--- config.mk ---
export PLATFORM = sky130hd
export DESIGN_NAME = sql_token_lexer_flat
export DESIGN_NICKNAME = d
export VERILOG_FILES = /design/src/sv/sqltl_pkg.sv /design/src/sv/sqltl_in_if.sv /design/src/sv/sqltl_out_if.sv /design/src/sv/sqltl_front.sv /design/src/sv/sqltl_queue.sv /design/src/sv/sqltl_back.sv /design/src/sv/sql_token_lexer.sv /design/src/flat_wrapper.sv
export SDC_FILE = /design/constraint.sdc
export NUM_CORES = 1
export LEC_CHECK = 0
export BUFFER_PORTS_ARGS = -buffer_cell sky130_fd_sc_hd__buf_2
export CAP_MARGIN = 5
export CORE_UTILIZATION = 60
export DETAILED_ROUTE_END_ITERATION = 16
export GPL_ROUTABILITY_DRIVEN = 0
export PLACE_DENSITY_LB_ADDON = 0.15
export SYNTH_ARGS = -nofsm -noshare
export SYNTH_HDL_FRONTEND = slang
export SYNTH_HIERARCHICAL = 1
export SYNTH_SLANG_ARGS = --single-unit
--- constraint.sdc ---
create_clock -name clk -period 9.59 [get_ports clk]
set_input_delay 0.959 -clock clk [delete_from_list [all_inputs] [get_ports clk]]
set_output_delay 0.959 -clock clk [all_outputs]
set_load 0.01 [all_outputs]
--- src/sv/sqltl_pkg.sv ---
`default_nettype none
package sqltl_pkg;

	typedef enum logic [2:0] {
		MODE_IDLE  = 3'd0,
		MODE_IDENT = 3'd1,
		MODE_NUM   = 3'd2,
		MODE_STR   = 3'd3,
		MODE_ESC   = 3'd4,
		MODE_ERR   = 3'd5
	} mode_t;

	typedef enum logic [1:0] {
		EV_BYTE    = 2'd0,
		EV_CLOSE   = 2'd1,
		EV_UNTERM  = 2'd2,
		EV_BADCHAR = 2'd3
	} ev_t;

	localparam logic [3:0] TT_IDENT = 4'd0;
	localparam logic [3:0] TT_NUM   = 4'd1;
	localparam logic [3:0] TT_STR   = 4'd2;
	localparam logic [3:0] TT_COMMA = 4'd3;
	localparam logic [3:0] TT_SEMI  = 4'd4;
	localparam logic [3:0] TT_LPAR  = 4'd5;
	localparam logic [3:0] TT_RPAR  = 4'd6;
	localparam logic [3:0] TT_STAR  = 4'd7;
	localparam logic [3:0] TT_EQ    = 4'd8;
	localparam logic [3:0] TT_GT    = 4'd9;
	localparam logic [3:0] TT_LT    = 4'd10;
	localparam logic [3:0] TT_END   = 4'd11;

	localparam logic KIND_TEXT = 1'b0;
	localparam logic KIND_EOI  = 1'b1;

	localparam logic [7:0] CH_UNDER = 8'h5F;
	localparam logic [7:0] CH_DOT   = 8'h2E;
	localparam logic [7:0] CH_MINUS = 8'h2D;
	localparam logic [7:0] CH_QUOTE = 8'h22;
	localparam logic [7:0] CH_BSLASH = 8'h5C;

	localparam int QDEPTH = 4;
	localparam int QAW    = $clog2(QDEPTH);

	typedef struct packed {
		ev_t        ev;
		logic [3:0] ty;
		logic [7:0] data;
	} result_t;

	// up to three results caused by one request; cnt is never zero in the queue
	typedef struct packed {
		logic [1:0]   cnt;
		result_t [2:0] res;
	} plan_t;

	function automatic logic is_letter(input logic [7:0] c);
		return (c >= 8'h41 && c <= 8'h5A) || (c >= 8'h61 && c <= 8'h7A);
	endfunction

	function automatic logic is_digit(input logic [7:0] c);
		return c >= 8'h30 && c <= 8'h39;
	endfunction

	function automatic logic is_space(input logic [7:0] c);
		return c == 8'h20 || (c >= 8'h09 && c <= 8'h0D);
	endfunction

	function automatic logic [3:0] punct_type(input logic [7:0] c);
		logic [3:0] t;
		unique case (c)
			8'h2C: t = TT_COMMA;
			8'h3B: t = TT_SEMI;
			8'h28: t = TT_LPAR;
			8'h29: t = TT_RPAR;
			8'h2A: t = TT_STAR;
			8'h3D: t = TT_EQ;
			8'h3E: t = TT_GT;
			8'h3C: t = TT_LT;
			default: t = TT_IDENT;
		endcase
		return t;
	endfunction

endpackage
`default_nettype wire

--- src/sv/sqltl_in_if.sv ---
`default_nettype none
interface sqltl_in_if;
	logic       valid;
	logic       ready;
	logic       kind;
	logic [7:0] in_byte;

	modport source (output valid, kind, in_byte, input ready);
	modport sink   (input valid, kind, in_byte, output ready);
endinterface
`default_nettype wire

--- src/sv/sqltl_out_if.sv ---
`default_nettype none
interface sqltl_out_if;
	logic       valid;
	logic       ready;
	logic [1:0] event_res;
	logic [3:0] token_type;
	logic [7:0] token_byte;
	logic       last;

	modport source (output valid, event_res, token_type, token_byte, last, input ready);
	modport sink   (input valid, event_res, token_type, token_byte, last, output ready);
endinterface
`default_nettype wire

--- src/sv/sqltl_front.sv ---
`default_nettype none
module sqltl_front
	import sqltl_pkg::*;
(
	input  wire logic       clk,
	input  wire logic       arst_n,
	input  wire logic       fire,
	input  wire logic       kind,
	input  wire logic [7:0] in_byte,
	output plan_t           plan,
	output logic            plan_valid
);

	typedef struct packed {
		mode_t      mode;
		logic [1:0] cnt;
		result_t    r0;
		result_t    r1;
	} start_t;

	mode_t mode_q;
	mode_t mode_d;

	function automatic result_t mk(input ev_t ev, input logic [3:0] ty, input logic [7:0] d);
		result_t r;
		r.ev   = ev;
		r.ty   = ty;
		r.data = d;
		return r;
	endfunction

	// handling of a byte seen in idle mode
	function automatic start_t start_byte(input logic [7:0] c);
		start_t s;
		logic [3:0] p;
		p      = punct_type(c);
		s.mode = MODE_IDLE;
		s.cnt  = 2'd0;
		s.r0   = '0;
		s.r1   = '0;
		priority if (is_space(c)) begin
			s.cnt = 2'd0;
		end else if (is_letter(c) || c == CH_UNDER) begin
			s.mode = MODE_IDENT;
			s.cnt  = 2'd1;
			s.r0   = mk(EV_BYTE, TT_IDENT, c);
		end else if (is_digit(c) || c == CH_MINUS) begin
			s.mode = MODE_NUM;
			s.cnt  = 2'd1;
			s.r0   = mk(EV_BYTE, TT_NUM, c);
		end else if (c == CH_QUOTE) begin
			s.mode = MODE_STR;
		end else if (p != TT_IDENT) begin
			s.cnt = 2'd2;
			s.r0  = mk(EV_BYTE, p, c);
			s.r1  = mk(EV_CLOSE, p, 8'd0);
		end else begin
			s.mode = MODE_ERR;
			s.cnt  = 2'd1;
			s.r0   = mk(EV_BADCHAR, TT_IDENT, 8'd0);
		end
		return s;
	endfunction

	start_t  st;
	logic    do_start;
	logic    close_v;
	result_t close_r;
	logic [1:0] cnt;
	result_t r0, r1, r2;

	always_comb begin
		st       = start_byte(in_byte);
		mode_d   = mode_q;
		do_start = 1'b0;
		close_v  = 1'b0;
		close_r  = '0;
		cnt      = 2'd0;
		r0       = '0;
		r1       = '0;
		r2       = '0;
		if (kind == KIND_EOI) begin
			mode_d = MODE_IDLE;
			unique case (mode_q)
				MODE_IDLE: begin
					cnt = 2'd1;
					r0  = mk(EV_CLOSE, TT_END, 8'd0);
				end
				MODE_IDENT, MODE_NUM: begin
					cnt = 2'd2;
					r0  = mk(EV_CLOSE, (mode_q == MODE_IDENT) ? TT_IDENT : TT_NUM, 8'd0);
					r1  = mk(EV_CLOSE, TT_END, 8'd0);
				end
				MODE_STR, MODE_ESC: begin
					cnt = 2'd1;
					r0  = mk(EV_UNTERM, TT_IDENT, 8'd0);
				end
				default: cnt = 2'd0;
			endcase
		end else begin
			unique case (mode_q)
				MODE_IDLE: do_start = 1'b1;
				MODE_IDENT: begin
					if (is_letter(in_byte) || is_digit(in_byte) || in_byte == CH_UNDER
							|| in_byte == CH_DOT) begin
						cnt = 2'd1;
						r0  = mk(EV_BYTE, TT_IDENT, in_byte);
					end else begin
						close_v  = 1'b1;
						close_r  = mk(EV_CLOSE, TT_IDENT, 8'd0);
						do_start = 1'b1;
					end
				end
				MODE_NUM: begin
					if (is_digit(in_byte) || in_byte == CH_DOT) begin
						cnt = 2'd1;
						r0  = mk(EV_BYTE, TT_NUM, in_byte);
					end else begin
						close_v  = 1'b1;
						close_r  = mk(EV_CLOSE, TT_NUM, 8'd0);
						do_start = 1'b1;
					end
				end
				MODE_STR: begin
					if (in_byte == CH_QUOTE) begin
						cnt    = 2'd1;
						r0     = mk(EV_CLOSE, TT_STR, 8'd0);
						mode_d = MODE_IDLE;
					end else if (in_byte == CH_BSLASH) begin
						mode_d = MODE_ESC;
					end else begin
						cnt = 2'd1;
						r0  = mk(EV_BYTE, TT_STR, in_byte);
					end
				end
				MODE_ESC: begin
					cnt    = 2'd1;
					r0     = mk(EV_BYTE, TT_STR, in_byte);
					mode_d = MODE_STR;
				end
				default: cnt = 2'd0;
			endcase
			if (do_start) begin
				mode_d = st.mode;
				cnt    = st.cnt + {1'b0, close_v};
				r0     = close_v ? close_r : st.r0;
				r1     = close_v ? st.r0 : st.r1;
				r2     = st.r1;
			end
		end
	end

	assign plan.cnt    = cnt;
	assign plan.res[0] = r0;
	assign plan.res[1] = r1;
	assign plan.res[2] = r2;
	assign plan_valid  = fire && (cnt != 2'd0);

	always_ff @(posedge clk or negedge arst_n) begin
		if (!arst_n) begin
			mode_q <= MODE_IDLE;
		end else if (fire) begin
			mode_q <= mode_d;
		end
	end

endmodule
`default_nettype wire

--- src/sv/sqltl_queue.sv ---
`default_nettype none
module sqltl_queue
	import sqltl_pkg::*;
(
	input  wire logic  clk,
	input  wire logic  arst_n,
	input  wire logic  push,
	input  plan_t      push_plan,
	output logic       full,
	input  wire logic  pop,
	output plan_t      head,
	output logic       empty
);

	plan_t          mem_q [QDEPTH];
	logic [QAW-1:0] wr_q;
	logic [QAW-1:0] rd_q;
	logic [QAW:0]   count_q;

	assign full  = (count_q == (QAW+1)'(QDEPTH));
	assign empty = (count_q == '0);
	assign head  = mem_q[rd_q];

	always_ff @(posedge clk) begin
		if (push) begin
			mem_q[wr_q] <= push_plan;
		end
	end

	always_ff @(posedge clk or negedge arst_n) begin
		if (!arst_n) begin
			wr_q    <= '0;
			rd_q    <= '0;
			count_q <= '0;
		end else begin
			if (push) wr_q <= wr_q + 1'b1;
			if (pop)  rd_q <= rd_q + 1'b1;
			unique case ({push, pop})
				2'b10:   count_q <= count_q + 1'b1;
				2'b01:   count_q <= count_q - 1'b1;
				default: count_q <= count_q;
			endcase
		end
	end

endmodule
`default_nettype wire

--- src/sv/sqltl_back.sv ---
`default_nettype none
module sqltl_back
	import sqltl_pkg::*;
(
	input  wire logic  clk,
	input  wire logic  arst_n,
	input  plan_t      head,
	input  wire logic  empty,
	output logic       pop,
	sqltl_out_if.source out_ch
);

	logic [1:0] idx_q;
	logic       valid_q;
	result_t    res_q;
	logic       last_q;
	logic       load;
	logic       is_last;

	assign load    = !empty && (!valid_q || out_ch.ready);
	assign is_last = (idx_q == head.cnt - 2'd1);
	assign pop     = load && is_last;

	always_ff @(posedge clk or negedge arst_n) begin
		if (!arst_n) begin
			idx_q   <= '0;
			valid_q <= 1'b0;
		end else begin
			if (load) begin
				valid_q <= 1'b1;
				idx_q   <= is_last ? 2'd0 : idx_q + 2'd1;
			end else if (out_ch.ready) begin
				valid_q <= 1'b0;
			end
		end
	end

	always_ff @(posedge clk) begin
		if (load) begin
			res_q  <= head.res[idx_q];
			last_q <= is_last;
		end
	end

	assign out_ch.valid      = valid_q;
	assign out_ch.event_res  = res_q.ev;
	assign out_ch.token_type = res_q.ty;
	assign out_ch.token_byte = res_q.data;
	assign out_ch.last       = last_q;

endmodule
`default_nettype wire

--- src/sv/sql_token_lexer.sv ---
`default_nettype none
// channel  dir  payload                                   accept
// in_ch    in   kind, in_byte                             valid && ready
// out_ch   out  event_res, token_type, token_byte, last   valid && ready
//
// A request is classified in the cycle it is accepted. The single output register
// drains the plan queue one result at a time, up to three results per request.
// The four-entry plan queue lets input keep flowing while output stalls, until it fills.
// Reset returns the lexer to idle and empties the queue; no clearing pass.
module sql_token_lexer
	import sqltl_pkg::*;
(
	input wire logic    clk,
	input wire logic    arst_n,
	sqltl_in_if.sink    in_ch,
	sqltl_out_if.source out_ch
);

	plan_t plan;
	logic  plan_valid;
	logic  full;
	logic  fire;
	plan_t head;
	logic  empty;
	logic  pop;

	assign in_ch.ready = !full;
	assign fire        = in_ch.valid && !full;

	sqltl_front u_front (
		.clk        (clk),
		.arst_n     (arst_n),
		.fire       (fire),
		.kind       (in_ch.kind),
		.in_byte    (in_ch.in_byte),
		.plan       (plan),
		.plan_valid (plan_valid)
	);

	sqltl_queue u_queue (
		.clk       (clk),
		.arst_n    (arst_n),
		.push      (plan_valid),
		.push_plan (plan),
		.full      (full),
		.pop       (pop),
		.head      (head),
		.empty     (empty)
	);

	sqltl_back u_back (
		.clk    (clk),
		.arst_n (arst_n),
		.head   (head),
		.empty  (empty),
		.pop    (pop),
		.out_ch (out_ch)
	);

endmodule
`default_nettype wire
--- src/flat_wrapper.sv ---
// flat-port wrapper written by rule: the top's interface ports become plain ports
module sql_token_lexer_flat import sqltl_pkg::*;
  (clk, arst_n, in_ch_valid, in_ch_kind, in_ch_in_byte, in_ch_ready, out_ch_valid, out_ch_event_res, out_ch_token_type, out_ch_token_byte, out_ch_last, out_ch_ready);
  sqltl_in_if in_ch_i ();
  sqltl_out_if out_ch_i ();
  input wire logic clk;
  input wire logic arst_n;
  input wire logic [$bits(in_ch_i.valid)-1:0] in_ch_valid;
  input wire logic [$bits(in_ch_i.kind)-1:0] in_ch_kind;
  input wire logic [$bits(in_ch_i.in_byte)-1:0] in_ch_in_byte;
  output wire logic [$bits(in_ch_i.ready)-1:0] in_ch_ready;
  output wire logic [$bits(out_ch_i.valid)-1:0] out_ch_valid;
  output wire logic [$bits(out_ch_i.event_res)-1:0] out_ch_event_res;
  output wire logic [$bits(out_ch_i.token_type)-1:0] out_ch_token_type;
  output wire logic [$bits(out_ch_i.token_byte)-1:0] out_ch_token_byte;
  output wire logic [$bits(out_ch_i.last)-1:0] out_ch_last;
  input wire logic [$bits(out_ch_i.ready)-1:0] out_ch_ready;
  assign in_ch_i.valid = in_ch_valid;
  assign in_ch_i.kind = in_ch_kind;
  assign in_ch_i.in_byte = in_ch_in_byte;
  assign in_ch_ready = in_ch_i.ready;
  assign out_ch_valid = out_ch_i.valid;
  assign out_ch_event_res = out_ch_i.event_res;
  assign out_ch_token_type = out_ch_i.token_type;
  assign out_ch_token_byte = out_ch_i.token_byte;
  assign out_ch_last = out_ch_i.last;
  assign out_ch_i.ready = out_ch_ready;
  sql_token_lexer u_core (.clk(clk), .arst_n(arst_n), .in_ch(in_ch_i), .out_ch(out_ch_i));
endmodule
==> impl_results.md, run 1 <==
* Global-route wire length before repair at ~27000 um
* Crit path capture type: register
* Largest net degree at the start of global routing at 47
* Failing checks: design-rule violations
* Core Area at 14640 sq um
* Post-detail-place hpwl at 10360 um
* Final instance area at 9874 sq um
* Critical path class: input pin to register
* Final setup fails at 0
* Final Skew at 0.008886 ns
* Number of synthesized register bits at 204
* Arr. time, crit path at 4.53 ns
* Antenna cells at 0
* Final period utilization at 0.4610
* Synth top area share at 0.6336
* GRT Total Usage at 0.2284
* Sequential Power Share at 0.439
* Antenna violations before repair at 0
* Cell taking the most area after synthesis: edfxtp_1
* Relative slew slack at 0.2898
* Net Switching at 0.9862 mW
* Clock Power Share at 0.236
* Total grt overflow at 0
* # rows at 44
* Async SR Flop Fraction at 0.06373
* Post-cts resize count at 0
* Area grow syn2layout at 9.081%
* CTS root buffer: clkbuf_16
* Top_reg_cell synth: edfxtp_1
* Starting density of the core at 0.6182
* DP Area at 9245 sq um
* H-tree depth at 1
* Ranking of synthesized cells by area: edfxtp_1, mux4_2, dfrtp_1, mux2i_1, o21ai_0
* Pwr dens at 317.0 nW/um^2
* Fin. max-slew vios at 0
* Tmin final at 4.421 ns
* Status: complete, but fails checks
* Layout cells sized above 1 at 0.2064
* Top Ports at 30
* DRT Pass-1 Iters at 11
* Count of buffers from port buffering at 29
* Sw frac at 0.3151
* Starting DRT DRC Count at 458
* Inst Count DP at 743
* Reg2reg setup slack at 5.83 ns
* Die height at 124.8 um
* Critical path peak fanout at 44
* Routed len/inst at 21.95 um
* Setup TNS at 0 ns
* Final non-filler cell total at 780
* Clk Latency, worst-skew pair at roughly 0.48 ns
* Cts bufs inserted at 21
* Hold Crit Class: input pin to async pin
* Final #Nets at 602
* CTS clk-pin slew, worst paths at 0.06 ns
* Cts hold-fix bufs at 0
* CTS tree: done
* Via density at 6.247
* Slew @ Worst Pin at around 1.0 ns
* Total Power at 3.130 mW
* Clk buf depth at 3
* Max Clk Rate at 226.2 MHz
* Synthesized area at 9052 sq um
* Reg2Reg Capture Point: u_core/u_queue/count_q[2]$_DFFE_PN0P_
* Syn Area/Cell at 16.43 sq um
* Vias in the first global route at 5003
* R2r worst-path depth at 11
* Setup Buffers After CTS at 0
* DIE AREA at 15580 sq um
* Max VDD drop at between 0.3 and 0.4 mV
* DRT antenna net count at 0
* Worst EP required at about 9.7 ns
* RSZ-0062 raised after global routing: false
* Place WS at 4.709 ns
* P_int at 2.144 mW
* Post-Syn Instances at ~550
* Pleak at between 3 and 4 nW
* Worst r2r src: u_core/u_queue/rd_q[0]$_DFFE_PN0P_
* CTS sink cnt at 204
* Number of flops mapped to enable cells by yosys at roughly 190
* Post-route setup slack at 5.169 ns
* Final Hold Fails at 0
* Count of cell types in the netlist at 63
* Logic gate share of total power at 0.325
* Routed vias at 4873
* Sequential share of the synthesized area at 0.6695
* Post-Route WL at 17120 um
* Syn. warnings at 6
* DR DRC count at 2
* Setup crit start kind: input pin
* Die X-Extent at roughly 120 um
* Max-Cap Viols at 0
kinds of logic (layout without fill, tap and decap cells):
kind of cell / count (synthesis) / count (layout) / synth area share
other: 1 / 10 / 0.0004143
AOI/OAI and AO/OA: 83 / 83 / 0.06386
and+or+nand+nor: 125 / 125 / 0.07284
xor gates and xnor gates: 12 / 12 / 0.01244
muxes: 60 / 60 / 0.1296
adders and majority gates: 7 / 7 / 0.01050
DFF: 204 / 204 / 0.6695
buffers and inverters: 59 / 95 / 0.04077
through the flow:
step,util,hold WS [ns]
floorplan,-,0.4566
global placement,0.6313,0.4722
detailed placement,0.6313,0.4953
CTS,0.6743,0.3638
global route,0.6743,0.3820
finish,0.6743,0.3641
placed cells by master, fill, tap and decap left out, types with 7 or more instances in the layout:
master     instances
o21ai_0           32
clkbuf_16         21
buf_2             29
buf_4              9
dfrtp_1           11
and3_1             7
inv_1             20
clkbuf_1           8
mux2i_1           16
nand3_1            8
nor3_1            10
and2_1            13
mux4_2            38
conb_1            10
edfxtp_1         191
nor2_1            17
nand2_1           37
a21oi_1            8
registers in the layout (all words and copies together), names as in the netlist:
signal                           cells
u_core/u_back/idx_q                  2
u_core/u_back/out_ch.event_res       2
u_core/u_back/out_ch.last            1
u_core/u_back/out_ch.token_byte      8
u_core/u_back/out_ch.token_type      4
u_core/u_back/out_ch.valid           1
u_core/u_front/mode_q                3
u_core/u_queue/count_q               3
u_core/u_queue/mem_q               176
u_core/u_queue/rd_q                  2
u_core/u_queue/wr_q                  2
power by group through the flow:
stage | sequential, mW | combinational (mW) | clock (mW)
3_3_place_gp | 1.37 | 1.01 | 0
4_1_cts | 1.37 | 1.03 | 0.757
6_report | 1.37 | 1.02 | 0.739
3_5_place_dp | 1.39 | 1.03 | 0
2_1_floorplan | 1.37 | 0.802 | 0
5_1_grt | 1.39 | 1.11 | 0.787
per-layer routing:
metal / track usage / share of wire / vias up
met5: 0 / 0 / -
met4: 0.07389 / 0.021 / 0
met3: 0.03479 / 0.061 / 30
met2: 0.3582 / 0.47 / 194
met1: 0.3342 / 0.45 / 2444
li1: - / - / 2205
cells in the mapped netlist, drive strengths merged (3+ instances only):
master / count
edfxtp: 191
mux4: 44
nand2: 37
o21ai: 34
buf: 28
inv: 20
and2: 17
nor2: 17
mux2i: 16
dfrtp: 13
clkbuf: 11
nor3: 11
a21oi: 8
nand3: 8
and3: 7
nor2b: 7
xnor2: 7
ha: 6
nand2b: 6
o31ai: 6
a2111oi: 5
xor2: 5
a21o: 4
nor4: 4
a211oi: 3
a21boi: 3
a31oi: 3
o32ai: 3
area by class of cell:
| class | instances | area, sq um |
|---|---|---|
| timing repair buffer | 38 | 212.7 |
| tap | 184 | 230.2 |
| clock inverter | 7 | 60.06 |
| multi-input combinational | 297 | 2664 |
| inverter | 20 | 75.07 |
| clock buffer | 30 | 569.3 |
| sequential | 204 | 6063 |
| fill | 988 | 4770 |
how the worst max path moves through the flow:
stage	startpoint	end	slack (ns)
final	in_ch_in_byte[0]	u_core/u_queue/mem_q[0][33]$_DFFE_PP_	5.17
after global routing	in_ch_in_byte[0]	u_core/u_queue/mem_q[0][18]$_DFFE_PP_	4.87
after CTS	in_ch_in_byte[0]	u_core/u_queue/mem_q[3][12]$_DFFE_PP_	5.21
after detailed placement	in_ch_in_byte[0]	u_core/u_queue/mem_q[3][30]$_DFFE_PP_	4.71
after global placement	in_ch_in_byte[0]	u_core/u_queue/mem_q[0][21]$_DFFE_PP_	4.89
after floorplan	in_ch_in_byte[3]	u_core/u_queue/mem_q[1][0]$_DFFE_PP_	4.93
critical path: stages:
cell       delay [ns]
buf_2            0.26
a21boi_0         0.21
and2_1           0.22
a2111oi_2        0.60
a311oi_1         0.18
and2_1           0.21
ha_1             0.26
nor3_1           0.04
a221oi_1         0.50
o21a_1           0.33
and2_2           0.18
buf_4            0.53
Power figures use the tool's default switching activity.
==> inputs of run 2 (changes only) <==
--- a/config.mk
+++ b/config.mk
@@ -5,9 +5,10 @@
 export SDC_FILE = /design/constraint.sdc
 export NUM_CORES = 1
 export LEC_CHECK = 0
+export ABC_AREA = 1
 export BUFFER_PORTS_ARGS = -buffer_cell sky130_fd_sc_hd__buf_2
 export CAP_MARGIN = 5
-export CORE_UTILIZATION = 60
+export CORE_UTILIZATION = 57
 export DETAILED_ROUTE_END_ITERATION = 16
 export GPL_ROUTABILITY_DRIVEN = 0
 export PLACE_DENSITY_LB_ADDON = 0.15
==> constraint.sdc (replaced) <==
create_clock -name clk -period 3.65 [get_ports clk]
set_input_delay 0.365 -clock clk [delete_from_list [all_inputs] [get_ports clk]]
set_output_delay 0.365 -clock clk [all_outputs]
set_load 0.01 [all_outputs]
==> impl_results.md, run 2 <==
* Setup TNS at 0 ns (unchanged)
* Pwr dens at 846.8 nW/um^2 (was 317.0 nW/um^2)
* Final non-filler cell total at 1185 (was 780)
* Clock Power Share at 0.228 (was 0.236)
* Top reg by flops: u_core/u_queue/mem_q (unchanged)
* Via density at 5.398 (was 6.247)
* Clk Latency, worst-skew pair at 0.51 ns (was 0.48 ns)
* Most common cell after layout, fill and taps aside: nand2_1 (was edfxtp_1)
* Sequential Power Share at 0.388 (was 0.439)
* P_int at 5.672 mW (was 2.144 mW)
* Most frequent cells in the layout: nand2_1, edfxtp_1, inv_1 (was edfxtp_1, mux4_2, nand2_1)
* Final Hold Fails at 0 (unchanged)
* Die height at 133.8 um (was 124.8 um)
* Count of cell types in the netlist at 43 (was 63)
* Ranking of synthesized cells by area: edfxtp_1, nand2_1, o211ai_1, inv_1, dfrtp_1 (was edfxtp_1, mux4_2, dfrtp_1, mux2i_1, o21ai_0)
* Net Switching at 3.492 mW (was 0.9862 mW)
* CTS clk-pin slew, worst paths at 0.06 ns (about the same)
* CTS tree: done (unchanged)
* DIE AREA at 17890 sq um (was 15580 sq um)
* Syn. warnings at 6 (unchanged)
* Crit path buf inv count at 6 (was 2)
* Arr. time, crit path at 3.53 ns (was 4.53 ns)
* Core Area at 16760 sq um (was 14640 sq um)
* Max-Cap Viols at 0 (unchanged)
* H-tree depth at 1 (unchanged)
* Clk buf depth at 3 (unchanged)
* Antenna cells at 0 (unchanged)
* Total Power at 9.164 mW (was 3.130 mW)
* Async SR Flop Fraction at 0.06373 (unchanged)
* Top_reg_cell synth: edfxtp_1 (unchanged)
* Antenna violations before repair at 0 (unchanged)
* Synthesized area at 9897 sq um (was 9052 sq um)
* Top Ports at 30 (unchanged)
* Area grow syn2layout at 9.342% (was 9.081%)
* Final setup fails at 0 (unchanged)
* GRT Total Usage at 0.2344 (was 0.2284)
* Global-route wire length before repair at 31830 um (was 27010 um)
* DR DRC count at 0 (was 2)
* Post-cts resize count at 0 (unchanged)
* Setup Buffers After CTS at 0 (unchanged)
* Sw frac at 0.3811 (was 0.3151)
* Count of buffers from port buffering at 29 (unchanged)
* Worst path slowest cell: dfrtp_1 (was a2111oi_2)
* Post-detail-place hpwl at 13130 um (was 10360 um)
* Starting DRT DRC Count at 519 (was 458)
* Most used cell, CP: nor2_2 (was and2_1)
* Inst Count DP at 1144 (was 743)
* DP Area at 10120 sq um (was 9245 sq um)
* Pleak at 4.437 nW (was 3.404 nW)
* Total grt overflow at 0 (unchanged)
* Relative slew slack at 0.5069 (was 0.2898)
* Syn Area/Cell at 10.76 sq um (was 16.43 sq um)
* Crit path capture type: register (unchanged)
* Number of synthesized register bits at 204 (unchanged)
* Cell taking the most area after synthesis: edfxtp_1 (unchanged)
* Max Clk Rate at approximately 320 MHz
* Cell with the most instances after synthesis: nand2_1 (was edfxtp_1)
* Logic gate share of total power at 0.384 (was 0.325)
* Final #Nets at 969 (was 602)
* Cts hold-fix bufs at 1 (was 0)
* Setup crit start kind: register (was input pin)
* Slew @ Worst Pin at 0.7396 ns (was 1.038 ns)
* CTS sink cnt at 204 (unchanged)
* Starting density of the core at 0.5905 (was 0.6182)
* DRT antenna net count at 0 (unchanged)
* Worst EP required at 4.06 ns (was 9.70 ns)
* Critical path peak fanout at 9 (was 44)
* Routed vias at 6397 (was 4873)
* Final Skew at 0.02055 ns (was 0.008886 ns)
* Cts bufs inserted at 22 (was 21)
* Post-Syn Instances at 920 (was 551)
* Layout cells sized above 1 at 0.1617 (was 0.2064)
* Max VDD drop at 0.6962 mV (was 0.3041 mV)
* DRT Pass-1 Iters at 7 (was 11)
* Hold Crit Class: input pin to register (was input pin to async pin)
* RSZ-0062 raised after global routing: false (unchanged)
* Final period utilization at 0.8543
* Cell chain of the critical path: nor2_1 > inv_2 > nor2_2 > inv_2 > nor2_2 > inv_2 > nand2_4 > ha_1 > inv_1 > nand2_1 > nand2_1 > o21ai_4 > nor2_2 > nor2_2 > inv_1 > ha_1 > inv_1 > fa_1 > o21ai_0 (was buf_2 > a21boi_0 > and2_1 > a2111oi_2 > a311oi_1 > and2_1 > ha_1 > nor3_1 > a221oi_1 > o21a_1 > and2_2 > buf_4)
* Cell family with most CP delay: simple AND/OR/NAND/NOR gates (was compound AO/OA/AOI/OAI gates)
* Critical path class: register to register (was input pin to register)
* Most instantiated cells after synthesis: nand2_1, edfxtp_1, inv_1, o211ai_1, nor2_1 (was edfxtp_1, mux4_2, nand2_1, o21ai_0, inv_1)
* Synth top area share at 0.5795 (was 0.6336)
* Sequential share of the synthesized area at 0.6124 (was 0.6695)
* Tmin final at 3.118 ns
* Fin. max-slew vios at 0 (unchanged)
* Routed len/inst at 17.17 um (was 21.95 um)
* CTS root buffer: clkbuf_16 (unchanged)
* Max stage delay on crit path at 0.45 ns (was 0.60 ns)
* Post-Route WL at 20350 um (was 17120 um)
* Status: complete, no violations (was complete, but fails checks)
* Vias in the first global route at 5894 (was 5003)
* Number of flops mapped to enable cells by yosys at 191 (unchanged)
* Final instance area at 10820 sq um (was 9874 sq um)
* Largest net degree at the start of global routing at 171 (was 47)
* # rows at 47 (was 44)
* Reg2reg setup slack at 0.53 ns (was 5.83 ns)
* Die X-Extent at 133.8 um (was 124.8 um)
* Largest register FFs at 176 (unchanged)
## run 2: cell count changes after synthesis, moves of 16 or more
cell	previous run	this run
nand3_1	8	25
nor2_1	17	43
inv_1	20	139
o21ai_1	1	24
o211ai_1	0	81
mux2i_1	16	0
mux4_2	38	0
and2_1	17	0
nand2_1	37	214
## run 2: area by class of cell
cell class,instances,area [sq um]
flip-flops and latches,204,6065
fillers,1328,5938
multi-input cells,520,2844
clock buffers,31,614.3
inverters,154,584.3
repair buffers,47,357.8
well taps,220,275.3
clock inverters,9,81.33
## run 2: through the flow
step | worst slack, ns | util | hold slack (ns)
final | 0.5319 | 0.6457 | 0.2158
after CTS | 0.5380 | 0.6457 | 0.1960
after global placement | 0.4415 | 0.6036 | 0.2968
after detailed placement | 0.3138 | 0.6036 | 0.2952
after floorplan | 0.3158 | - | 0.06941
after global routing | 0.2508 | 0.6457 | 0.2391
## run 2: worst register-to-register path: stages, from the launching register on
cell and delay (ns):
dfrtp_1 0.45, nor2_1 0.18, inv_2 0.06, nor2_2 0.12
inv_2 0.05, nor2_2 0.14, inv_2 0.08, nand2_4 0.14
ha_1 0.18, inv_1 0.04, nand2_1 0.05, nand2_1 0.08
o21ai_4 0.21, nor2_2 0.08, nor2_2 0.24, inv_1 0.08
ha_1 0.20, inv_1 0.08, fa_1 0.40, o21ai_0 0.16
## run 2: power by group through the flow
stage	logic, mW	registers, mW	clock network [mW]
final	3.52	3.56	2.09
after global routing	3.92	3.60	2.22
after CTS	3.53	3.56	2.13
after detailed placement	3.52	3.60	0
after global placement	3.47	3.59	0
after floorplan	2.75	3.58	0
## run 2: routing by layer
layer / share of wire / vias up / track usage
met5: 0 / - / 0
met4: 0.019 / 0 / 0.05871
met3: 0.060 / 35 / 0.03401
met2: 0.48 / 196 / 0.4013
met1: 0.44 / 3011 / 0.3159
li1: - / 3155 / -
## run 2: worst paths after layout
check	from	to	cells past startpoint
max in group asynchronous	arst_n	u_core/u_queue/rd_q[0]$_DFFE_PN0P_	2
worst max register to register	u_core/u_front/mode_q[2]$_DFFE_PN0P_	u_core/u_queue/count_q[1]$_DFFE_PN0P_	19
min in group asynchronous	arst_n	u_core/u_queue/count_q[2]$_DFFE_PN0P_	2
worst min-delay path	out_ch_ready	u_core/u_back/out_ch.valid$_DFFE_PN0P_	4
worst min register to register	u_core/u_queue/count_q[2]$_DFFE_PN0P_	u_core/u_queue/count_q[2]$_DFFE_PN0P_	2
worst max-delay path	u_core/u_front/mode_q[2]$_DFFE_PN0P_	u_core/u_queue/count_q[1]$_DFFE_PN0P_	19
## run 2: logic make-up after synthesis
logic type                 count (synthesis)  synth area share
xor gates and xnor gates                   4          0.003540
other                                      1         0.0003789
and+or+nand+nor                          337            0.1549
DFF                                      204            0.6124
AOI/OAI and AO/OA                        162            0.1156
buffers and inverters                    205            0.1037
adders and majority gates                  7          0.009608
